File: src/rtl/core/slm_pkg.sv
// Package with widths, reset values, state encoding and shared types for the supply model.
package slm_pkg;

  localparam int unsigned MV_W    = 16;
  localparam int unsigned MA_W    = 26;
  localparam int unsigned LOAD_W  = 24;
  localparam int unsigned VALUE_W = 32;
  localparam int unsigned MODE_W  = 2;
  localparam int unsigned CFG_W   = 26;
  localparam int unsigned CFG_IDX_W = 2;
  localparam int unsigned SCALE_W = 10;
  localparam int unsigned QCNT_W  = $clog2(MA_W);

  localparam logic [SCALE_W-1:0] MV_TO_MA_SCALE = SCALE_W'(1000);

  localparam logic [MV_W-1:0] RESET_MIN_MV     = MV_W'(0);
  localparam logic [MV_W-1:0] RESET_MAX_MV     = MV_W'(60000);
  localparam logic [MV_W-1:0] RESET_STEP_MV    = MV_W'(50);
  localparam logic [MA_W-1:0] RESET_LIMIT_MA   = MA_W'(0);
  localparam logic [MV_W-1:0] RESET_TARGET_MV  = MV_W'(13500);

  typedef enum logic [1:0] {
    MODE_SETPOINT = 2'd0,
    MODE_ENABLE   = 2'd1,
    MODE_LOAD     = 2'd2,
    MODE_TICK     = 2'd3
  } mode_t;

  typedef enum logic [1:0] {
    REG_MIN_MV   = 2'd0,
    REG_MAX_MV   = 2'd1,
    REG_STEP_MV  = 2'd2,
    REG_LIMIT_MA = 2'd3
  } reg_index_t;

  typedef enum logic [2:0] {
    ST_IDLE,
    ST_MUL,
    ST_START,
    ST_DIV,
    ST_CHECK,
    ST_SEND
  } state_t;

  typedef struct packed {
    logic busy;
    logic done;
  } div_status_t;

endpackage

File: src/rtl/core/slm_div.sv
// Radix-2 restoring divider that yields one quotient bit per cycle.
module slm_div (
  input  logic                         clk,
  input  logic                         rst,
  input  logic                         start,
  input  logic [slm_pkg::MA_W-1:0]     dividend,
  input  logic [slm_pkg::LOAD_W-1:0]   divisor,
  output logic [slm_pkg::MA_W-1:0]     quotient,
  output slm_pkg::div_status_t         status
);

  logic [slm_pkg::LOAD_W-1:0] rem;
  logic [slm_pkg::MA_W-1:0]   work;
  logic [slm_pkg::QCNT_W-1:0] count;
  logic                       busy;
  logic                       done;
  logic [slm_pkg::LOAD_W:0]   rem_shift;
  logic [slm_pkg::LOAD_W:0]   rem_diff;
  logic                       fits;

  always_comb begin
    rem_shift = {rem, work[slm_pkg::MA_W-1]};
    rem_diff  = rem_shift - {1'b0, divisor};
    fits      = (rem_shift >= {1'b0, divisor});
  end

  always_ff @(posedge clk) begin
    if (rst) begin
      busy  <= 1'b0;
      done  <= 1'b0;
      count <= '0;
    end else begin
      done <= 1'b0;
      if (start) begin
        busy  <= 1'b1;
        count <= slm_pkg::QCNT_W'(slm_pkg::MA_W - 1);
      end else if (busy) begin
        count <= count - 1'b1;
        if (count == '0) begin
          busy <= 1'b0;
          done <= 1'b1;
        end
      end
    end
  end

  always_ff @(posedge clk) begin
    if (start) begin
      rem  <= '0;
      work <= dividend;
    end else if (busy) begin
      rem  <= fits ? rem_diff[slm_pkg::LOAD_W-1:0] : rem_shift[slm_pkg::LOAD_W-1:0];
      work <= {work[slm_pkg::MA_W-2:0], fits};
    end
  end

  assign quotient    = work;
  assign status.busy = busy;
  assign status.done = done;

endmodule

File: config.mk
export PLATFORM = sky130hd
export DESIGN_NAME = slm_div
export DESIGN_NICKNAME = d
export VERILOG_FILES = /design/src/rtl/core/slm_pkg.sv /design/src/rtl/core/slm_div.sv
export SDC_FILE = /design/constraint.sdc
export NUM_CORES = 1
export LEC_CHECK = 0
export BUFFER_PORTS_ARGS = -buffer_cell sky130_fd_sc_hd__buf_2
export CAP_MARGIN = 25
export CORE_MARGIN = 2
export CORE_UTILIZATION = 56
export DETAILED_ROUTE_END_ITERATION = 6
export PLACE_DENSITY = 0.82
export RECOVER_POWER = 50
export SYNTH_ARGS = -nofsm -noshare
export SYNTH_HDL_FRONTEND = slang
export SYNTH_SLANG_ARGS = --single-unit
File: constraint.sdc
create_clock -name clk -period 3.8 [get_ports clk]
set_input_delay 0.95 -clock clk [delete_from_list [all_inputs] [get_ports clk]]
set_output_delay 0.95 -clock clk [all_outputs]
set_load 0.01 [all_outputs]
==> results of run 1 <==
## cells by family (layout without fill, tap and decap cells)
family | after synthesis | in the layout | synth area share
and+or+nand+nor | 116 | 116 | 0.138
adders and majority gates | 27 | 27 | 0.0891
buffers and inverters | 54 | 131 | 0.0610
AOI/OAI and AO/OA | 100 | 100 | 0.186
muxes | 43 | 43 | 0.120
DFF | 57 | 57 | 0.361
xor gates and xnor gates | 20 | 20 | 0.0452
## placed cells by master, fill, tap and decap left out, types with 8 or more instances in the layout
master	Yosys	routed
nand2_1	34	34
clkbuf_1	11	29
mux2_2	27	27
a211oi_1	15	15
mux2i_1	16	16
xor2_1	8	8
a21o_1	13	13
o21ai_0	16	16
edfxtp_1	26	26
clkbuf_8	0	9
a21oi_1	16	16
dfxtp_1	31	31
ha_1	26	26
nor2_1	41	41
inv_1	30	30
buf_2	2	52
xnor2_1	12	12
## registers in the layout (all words and copies together), names as in the netlist
register / flops
busy: 1
quotient: 26
done: 1
count: 5
rem: 24
## worst max-delay path: stages
cell	delay [ns]
buf_2	0.10
ha_1	0.21
fa_1	0.42
nor2b_1	0.22
o31ai_2	0.10
a22oi_1	0.28
a31oi_1	0.23
o21ai_1	0.37
a21oi_1	0.14
o311ai_0	0.45
nand2_1	0.08
## layout make-up
type / instances / area, sq um
Clock buffer: 9 / 124
Sequential cell: 57 / 1400
Multi-Input combinational cell: 306 / 2240
Inverter: 30 / 113
Timing Repair Buffer: 85 / 412
Tap cell: 80 / 100
Fill cell: 556 / 2270
Clock inverter: 7 / 101
## path summary, 6_finish.rpt
kind	startpoint	endpoint	cells after the start
worst min register to register	rem[23]	rem[23]	2
worst min-delay path	rem[23]	rem[23]	2
worst max register to register	quotient[25]	rem[22]	11
worst max-delay path	divisor[0]	rem[22]	11
## power by group through the flow
stage / registers [mW] / logic (mW) / clock network (mW)
6_report: 0.737 / 0.442 / 0.659
5_1_grt: 0.744 / 0.485 / 0.698
4_1_cts: 0.735 / 0.446 / 0.666
3_5_place_dp: 0.748 / 0.441 / 0
3_3_place_gp: 0.745 / 0.428 / 0
2_1_floorplan: 0.756 / 0.308 / 0
## routing by layer
layer	wire, um	part of all wire	vias to the layer above
met3	496	0.054	23
met4	212	0.023	0
met5	0	0	-
met2	4410	0.48	115
li1	-	-	1655
met1	4070	0.44	1584
==> results by group, run 1 <==
Floorplanning
  – Io pins: 81
  – Die Width: 87.2 um
  – Starting density of the core: 0.574
  – Core ar.: 6760 sq um
  – Placement Rows: 30
  – Die area: 7610 sq um
  – Die Ht: 87.2 um

Clocking
  – CTS tree: done
  – Setup bufs post-CTS: 0
  – CTS root buffer: clkbuf_8
  – Hold_buf cts: 0
  – CTS Sinks: 57
  – Num CTS Buffers: 9
  – CTS clk-pin slew, worst paths: 0.07 ns
  – Resize count post-CTS: 0
  – Clk Latency, worst-skew pair: 0.34 ns
  – Clock buffer depth: 2
  – Htree depth: 3

Global route
  – Vias in the first global route: 3224
  – GR Util met3: 0.0531
  – GR met2 Demand/Resource: 0.405
  – M1 GR Usage: 0.327
  – Grt peak-use layer: met2
  – Gr ovfl total: 0
  – Gr usage total: 0.251
  – First-pass GRT wire length: 14900 um
  – Initial antenna violation count: 0
  – Largest net degree at the start of global routing: 40

Worst setup path
  – Critical path fanouts, max: 4
  – R2r setup slk: 0.72 ns
  – Critical Path AT: 3.56 ns
  – Setup crit end kind: flop
  – CP Class: input pin to flop
  – CP required: 4.02 ns
  – Setup crit start kind: input pin

Timing
  – Final setup viols: 0
  – Final Critical Period: 3.34 ns
  – Rel. slew slack: 0.0552
  – Clock skew: 0.00671 ns
  – Fin crit share: 0.878
  – PnR worst setup slack: 0.465 ns
  – Max Freq: 300 MHz
  – Slew Limit Fails: 0
  – Final hold vios: 0
  – Unrepaired setup endpoints after global routing: no
  – Worst slew pin tran: 1.42 ns
  – Setup TNS: 0 ns
  – Worst Hold Slack: 0.492 ns

Place
  – PortBufs: 80
  – Dpl ws: 0.287 ns
  – RePlAce Congestion: 0.938
  – Dpl cells: 558
  – DP Area: 4300 sq um
  – HPWL Detailed: 6400 um

Logic synthesis
  – Post-synth top area cell: edfxtp_1
  – Top post-synthesis cells by count: nor2_1, nand2_1, dfxtp_1, inv_1, mux2_2
  – Mean post-synth cell area: 9.30 sq um
  – Syn nets: 497
  – Number of distinct library cells after synthesis: 54
  – Async SR Flop Fraction: 0
  – Mapped Cells: 417
  – Synth top area cells: edfxtp_1, dfxtp_1, ha_1
  – Mapped Area: 3880 sq um
  – Register area share after synthesis: 0.361
  – Most frequent cell after synthesis: nor2_1
  – Yosys reg bits: 57
  – Number of flops mapped to enable cells by yosys: 26
  – Synth top area share: 0.201
  – Primary FF master, synth: dfxtp_1
  – Synthesis Warnings: 0

Power
  – Peak VDD IR: 0.240 mV
  – Comb power frac: 0.240
  – Sequential share of power: 0.401
  – Total Power: 1.84 mW
  – P_leak: 1.96 nW
  – Switch Pwr: 0.568 mW
  – PD cells: 409 nW/um^2
  – Internal Power: 1.27 mW
  – Net Sw Frac: 0.309
  – Clock power frac: 0.359

Final layout
  – Area grow syn2layout: 15.8%
  – Final instance area: 4490 sq um
  – Core Util, Final: 0.665
  – Nets: 569
  – Share of layout cells above drive strength 1: 0.219
  – Antenna Cells: 0
  – Fin cells: 574

Drt
  – Detailed Route Iter0 Violations: 163
  – Drt pass-1 iters: 5
  – Routed WL: 9190 um
  – Drt drc: 0
  – Via count: 3377
  – DR vias/cell: 5.88
  – Drt wl/cell: 16.0 um
  – Antenna viol nets, final: 0

Job
  – Max cap viols: 0

Run status
  – Status: completed

Hold path
  – Hold/Removal Path Class: flop to flop
No activity file was read; power rests on OpenSTA's default activity.
==> run 2, diff against run 1 <==
==> constraint.sdc (replaced) <==
create_clock -name clk -period 3.8 [get_ports clk]
set_input_delay 0.19 -clock clk [delete_from_list [all_inputs] [get_ports clk]]
set_output_delay 0.19 -clock clk [all_outputs]
set_load 0.01 [all_outputs]
==> results by group, run 2 (synthesized netlist as in run 1, its figures left out) <==
Run status
  – Status: finished, violations left
  – Failing checks: capacitance limit, slew limit

Final layout
  – Share of layout cells above drive strength 1: 0.215
  – Most frequent cells in the layout: buf_2, nor2_1, nand2_1, dfxtp_1, inv_1
  – Antenna Cells: 0
  – Max reg flops: 26
  – Area grow syn2layout: 15.1%
  – Nets: 567
  – Final instance area: 4460 sq um
  – Most common cell after layout, fill and taps aside: buf_2

Place
  – PortBufs: 80
  – DP Area: 4280 sq um
  – HPWL Detailed: 6270 um
  – RePlAce Congestion: 0.882

Timing
  – Worst Hold Slack: 0.0907 ns
  – Clock skew: 0.00891 ns
  – Rel. slew slack: -0.661
  – Setup TNS: 0 ns
  – Final hold vios: 0
  – Final Critical Period: 3.22 ns
  – Final setup viols: 0
  – Slew Limit Fails: 50
  – Max Freq: 310 MHz
  – Unrepaired setup endpoints after global routing: no
  – Fin crit share: 0.848
  – Worst slew pin tran: 2.49 ns

Clocking
  – CTS clk-pin slew, worst paths: 0.08 ns
  – Num CTS Buffers: 9
  – CTS Sinks: 57
  – Htree depth: 3
  – CTS tree: done
  – CTS root buffer: clkbuf_8
  – Setup bufs post-CTS: 0
  – Hold_buf cts: 0
  – Clk Latency, worst-skew pair: 0.35 ns
  – Clock buffer depth: 2
  – Resize count post-CTS: 0

Drt
  – Drt wl/cell: 15.8 um
  – Via count: 3369
  – Detailed Route Iter0 Violations: 200
  – Antenna viol nets, final: 0
  – Drt pass-1 iters: 4
  – Drt drc: 0
  – Routed WL: 9050 um
  – DR vias/cell: 5.89

Floorplanning
  – Die area: 7610 sq um
  – Die Width: 87.2 um
  – Placement Rows: 30
  – Die Ht: 87.2 um
  – Io pins: 81
  – Core ar.: 6760 sq um
  – Starting density of the core: 0.574

Worst setup path
  – CP required: 3.91 ns
  – Setup crit start kind: flop
  – Critical path fanouts, max: 20
  – Critical Path AT: 3.33 ns
  – Setup crit end kind: flop
  – R2r setup slk: 0.58 ns
  – CP Class: flop to flop

Power
  – Peak VDD IR: 0.308 mV
  – PD cells: 409 nW/um^2
  – P_leak: 1.95 nW

Global route
  – Gr ovfl total: 0
  – Initial antenna violation count: 0
  – Gr usage total: 0.243
  – First-pass GRT wire length: 14400 um
  – Vias in the first global route: 3141
  – Largest net degree at the start of global routing: 50

Hold path
  – Hold/Removal Path Class: input pin to flop

Job
  – Max cap viols: 1
## run 2: cell types whose count changed in the layout (fill, tap and decap cells not counted), sizes merged
cell | before | now
clkinv | 1 | 2
clkinvlp | 2 | 1
buf | 56 | 54
## run 2: power by group
group          switching, mW  internal [mW]  leakage [nW]
sequential            0.0349          0.702         0.516
clock                  0.279          0.375         0.110
combinational          0.246          0.190          1.32
## run 2: per-stage QoR
step | util | instances | worst slack [ns] | power, mW
final | 0.661 | 572 | 0.579 | 1.83
after global routing | 0.661 | 572 | 0.311 | 1.91
after CTS | 0.666 | 572 | 0.664 | 1.84
after detailed placement | 0.633 | 556 | 0.698 | 1.18
after global placement | 0.633 | 556 | 0.766 | 1.17
after floorplan | - | 417 | 1.24 | 1.06
## run 2: worst max-delay path: stages, from the launching register on
cell      delay, ns
dfxtp_1        0.33
ha_1           0.47
nand3_1        0.21
nor4_1         0.27
a21oi_1        0.14
o21ai_2        0.14
a211o_1        0.23
a21o_1         0.77
mux2i_1        0.32
a211oi_1       0.10
## run 2: area by class of cell
class / count / area (sq um)
flip-flops and latches: 57 / 1400
repair buffers: 83 / 384
multi-input cells: 306 / 2240
inverters: 30 / 113
well taps: 80 / 100
fillers: 556 / 2290
clock buffers: 9 / 124
clock inverters: 7 / 103
## run 2: path summary, 6_finish.rpt
| kind | depth (start not counted) | endpoint | from |
|---|---|---|---|
| worst max-delay path | 9 | rem[14] | rem[19] |
| worst min-delay path | 2 | busy | rst |
| worst max register to register | 9 | rem[14] | rem[19] |
| worst min register to register | 2 | rem[23] | rem[23] |
## run 2: per-layer routing
metal,up-vias,part of all wire,global-route usage
met5,-,0,0
met4,0,0.022,0.117
met3,18,0.054,0.0550
met2,119,0.49,0.396
met1,1571,0.44,0.306
li1,1661,-,-
==> run 3, diff against run 2 <==
ABC_AREA = 1   (was not set)
CORE_UTILIZATION = 52   (was 56)
PLACE_DENSITY = 0.79   (was 0.82)
clock period = 2.75 ns   (was 3.8 ns; I/O delays follow)
==> results by group, run 3 <==
Run status
  – Status: completed

Final layout
  – Max reg flops: 26
  – Share of layout cells above drive strength 1: 0.133
  – Nets: 871
  – Fin cells: 901
  – Most common cell after layout, fill and taps aside: nand2_1
  – Most frequent cells in the layout: nand2_1, inv_1, buf_2, nand3_1, nor2_1
  – Multi-input logic area: 2460 sq um
  – Final instance area: 5140 sq um
  – Area grow syn2layout: 14.1%
  – Storage cell area: 1400 sq um
  – Antenna Cells: 0
  – Fillers: 810

Logic synthesis
  – Top post-synthesis cells by count: nand2_1, inv_1, nand3_1, nor2_1, dfxtp_1
  – Adder-cell share of the synthesized area: 0.0767
  – Synth top area cells: nand2_1, edfxtp_1, dfxtp_1
  – Largest family of logic cells by synthesized area: simple AND/OR/NAND/NOR gates
  – Number of flops mapped to enable cells by yosys: 26
  – Post-synth top area cell: nand2_1
  – Register area share after synthesis: 0.311
  – Mapped Area: 4500 sq um
  – Number of distinct library cells after synthesis: 38
  – Mapped Cells: 712
  – Post-synthesis mux area share: 0
  – Yosys reg bits: 57
  – Post-synthesis xor/xnor area fraction: 0.0214
  – Synth top area share: 0.231
  – Async SR Flop Fraction: 0
  – Syn nets: 792
  – Mean post-synth cell area: 6.32 sq um
  – Post-Synth Simple-Gate Area: 0.405
  – Most frequent cell after synthesis: nand2_1
  – Synthesis Warnings: 0
  – Primary FF master, synth: dfxtp_1
  – Synth Area in Compound Gates: 0.0425

Timing
  – Final hold vios: 0
  – Rel. slew slack: 0.237
  – Fin crit share: 0.778
  – Final setup viols: 0
  – Max Freq: 467 MHz
  – Clock skew: 0.0117 ns
  – Slew Limit Fails: 0
  – Worst slew pin tran: 1.14 ns
  – Setup TNS: 0 ns
  – Final Critical Period: 2.14 ns
  – Unrepaired setup endpoints after global routing: no

Drt
  – Detailed Route Iter0 Violations: 382
  – Antenna viol nets, final: 0
  – Routed WL: 11500 um
  – Drt pass-1 iters: 7
  – Drt wl/cell: 12.8 um
  – DR vias/cell: 5.04
  – Via count: 4538
  – Drt drc: 0

Floorplanning
  – Placement Rows: 33
  – Io pins: 81
  – Core ar.: 8300 sq um
  – Die area: 9420 sq um
  – Die Ht: 97.1 um
  – Die Width: 97.1 um
  – Starting density of the core: 0.543

Worst setup path
  – R2R Path Start: rem[6]
  – Critical path fanouts, max: 24
  – Setup crit end kind: flop
  – Setup crit start kind: flop
  – R2R depth: 12
  – Critical Path AT: 2.36 ns
  – CP Class: flop to flop
  – R2R Path End: rem[3]
  – R2r setup slk: 0.61 ns
  – CP required: 2.97 ns

Clocking
  – Clock buffer depth: 2
  – CTS Sinks: 57
  – Clk Latency, worst-skew pair: 0.35 ns
  – Num CTS Buffers: 9
  – CTS clk-pin slew, worst paths: 0.07 ns
  – CTS root buffer: clkbuf_8
  – Htree depth: 3
  – CTS tree: done

Hold path
  – Hold depth: 3
  – Hold path startpoint: dividend[13]
  – Hold EP: quotient[13]
  – Hold/Removal Path Class: input pin to flop

Place
  – DP Area: 4980 sq um
  – PortBufs: 80
  – HPWL Detailed: 8670 um
  – RePlAce Congestion: 0.962
  – Dpl cells: 884

Global route
  – Vias in the first global route: 4232
  – Initial antenna violation count: 0
  – M1 GR Usage: 0.333
  – First-pass GRT wire length: 19400 um
  – GR Util met3: 0.0353
  – Gr usage total: 0.248
  – Grt peak-use layer: met2
  – GR met2 Demand/Resource: 0.408
  – Largest net degree at the start of global routing: 39
  – Gr ovfl total: 0

Power
  – PD cells: 397 nW/um^2
  – P_leak: 2.82 nW
  – Peak VDD IR: 0.269 mV

Job
  – Max cap viols: 0
==> run 3: critical path, stage by stage (launching register included) <==
cell,delay (ns)
dfxtp_1,0.31
ha_1,0.34
nand2_1,0.15
inv_1,0.05
nand2_1,0.06
nand2_1,0.06
clkinv_1,0.05
nand3_1,0.19
nand2_2,0.15
buf_4,0.31
nand4_1,0.14
nand3_1,0.11
o21ai_0,0.07
==> run 3: cell type report <==
class	instances	share of cell area
clock buffers	10	0.0268
clock inverters	6	0.00853
inverters	144	0.105
multi-input cells	491	0.478
flip-flops and latches	57	0.273
well taps	105	0.0256
repair buffers	88	0.0826
==> run 3: power by group <==
part           switching, mW  leakage, nW  internal (mW)  total (mW)
registers             0.0299        0.517          0.949       0.979
clock network          0.380       0.0805          0.350       0.731
logic                  0.213         2.23          0.119       0.332
==> run 3: repair_timing <==
item / CTS / global route
hold buffers: 1 / 0
gates resized for setup: 0 / 0
hold endpoints to repair: 2 / 0
setup buffers: 0 / 0
==> run 3: per-stage QoR <==
stage	util	worst slack [ns]	total power [mW]	hold WS, ns
after global routing	0.619	0.396	2.14	0.0567
after detailed placement	0.600	0.620	1.34	0.345
after floorplan	-	0.828	1.21	0.207
after global placement	0.600	0.643	1.33	0.331
final	0.619	0.611	2.04	0.0557
after CTS	0.624	0.607	2.07	0.0442
==> run 3: cells by family (layout without fill, tap and decap cells) <==
logic type | after synthesis | after routing
buffers and inverters | 164 | 248
AND/OR/NAND/NOR | 420 | 420
XOR/XNOR | 11 | 11
adder cells (fa/ha/maj) | 27 | 27
flip-flops | 57 | 57
AO/OA/AOI/OAI | 33 | 33
==> run 3: worst max path at each step <==
stage | endpoint | slack (ns) | from
3_5_place_dp | quotient[0] | 0.62 | rem[6]
2_1_floorplan | quotient[0] | 0.83 | busy
3_3_place_gp | quotient[0] | 0.64 | rem[5]
4_1_cts | rem[12] | 0.61 | rem[6]
6_report | rem[3] | 0.61 | rem[6]
5_1_grt | quotient[0] | 0.40 | rem[3]
==> run 3: metal layers <==
metal  up-vias  wire length (um)
met1      2016              5300
li1       2363                 -
met3        20               643
met2       139              5420
met4         0               191
met5         -                 0
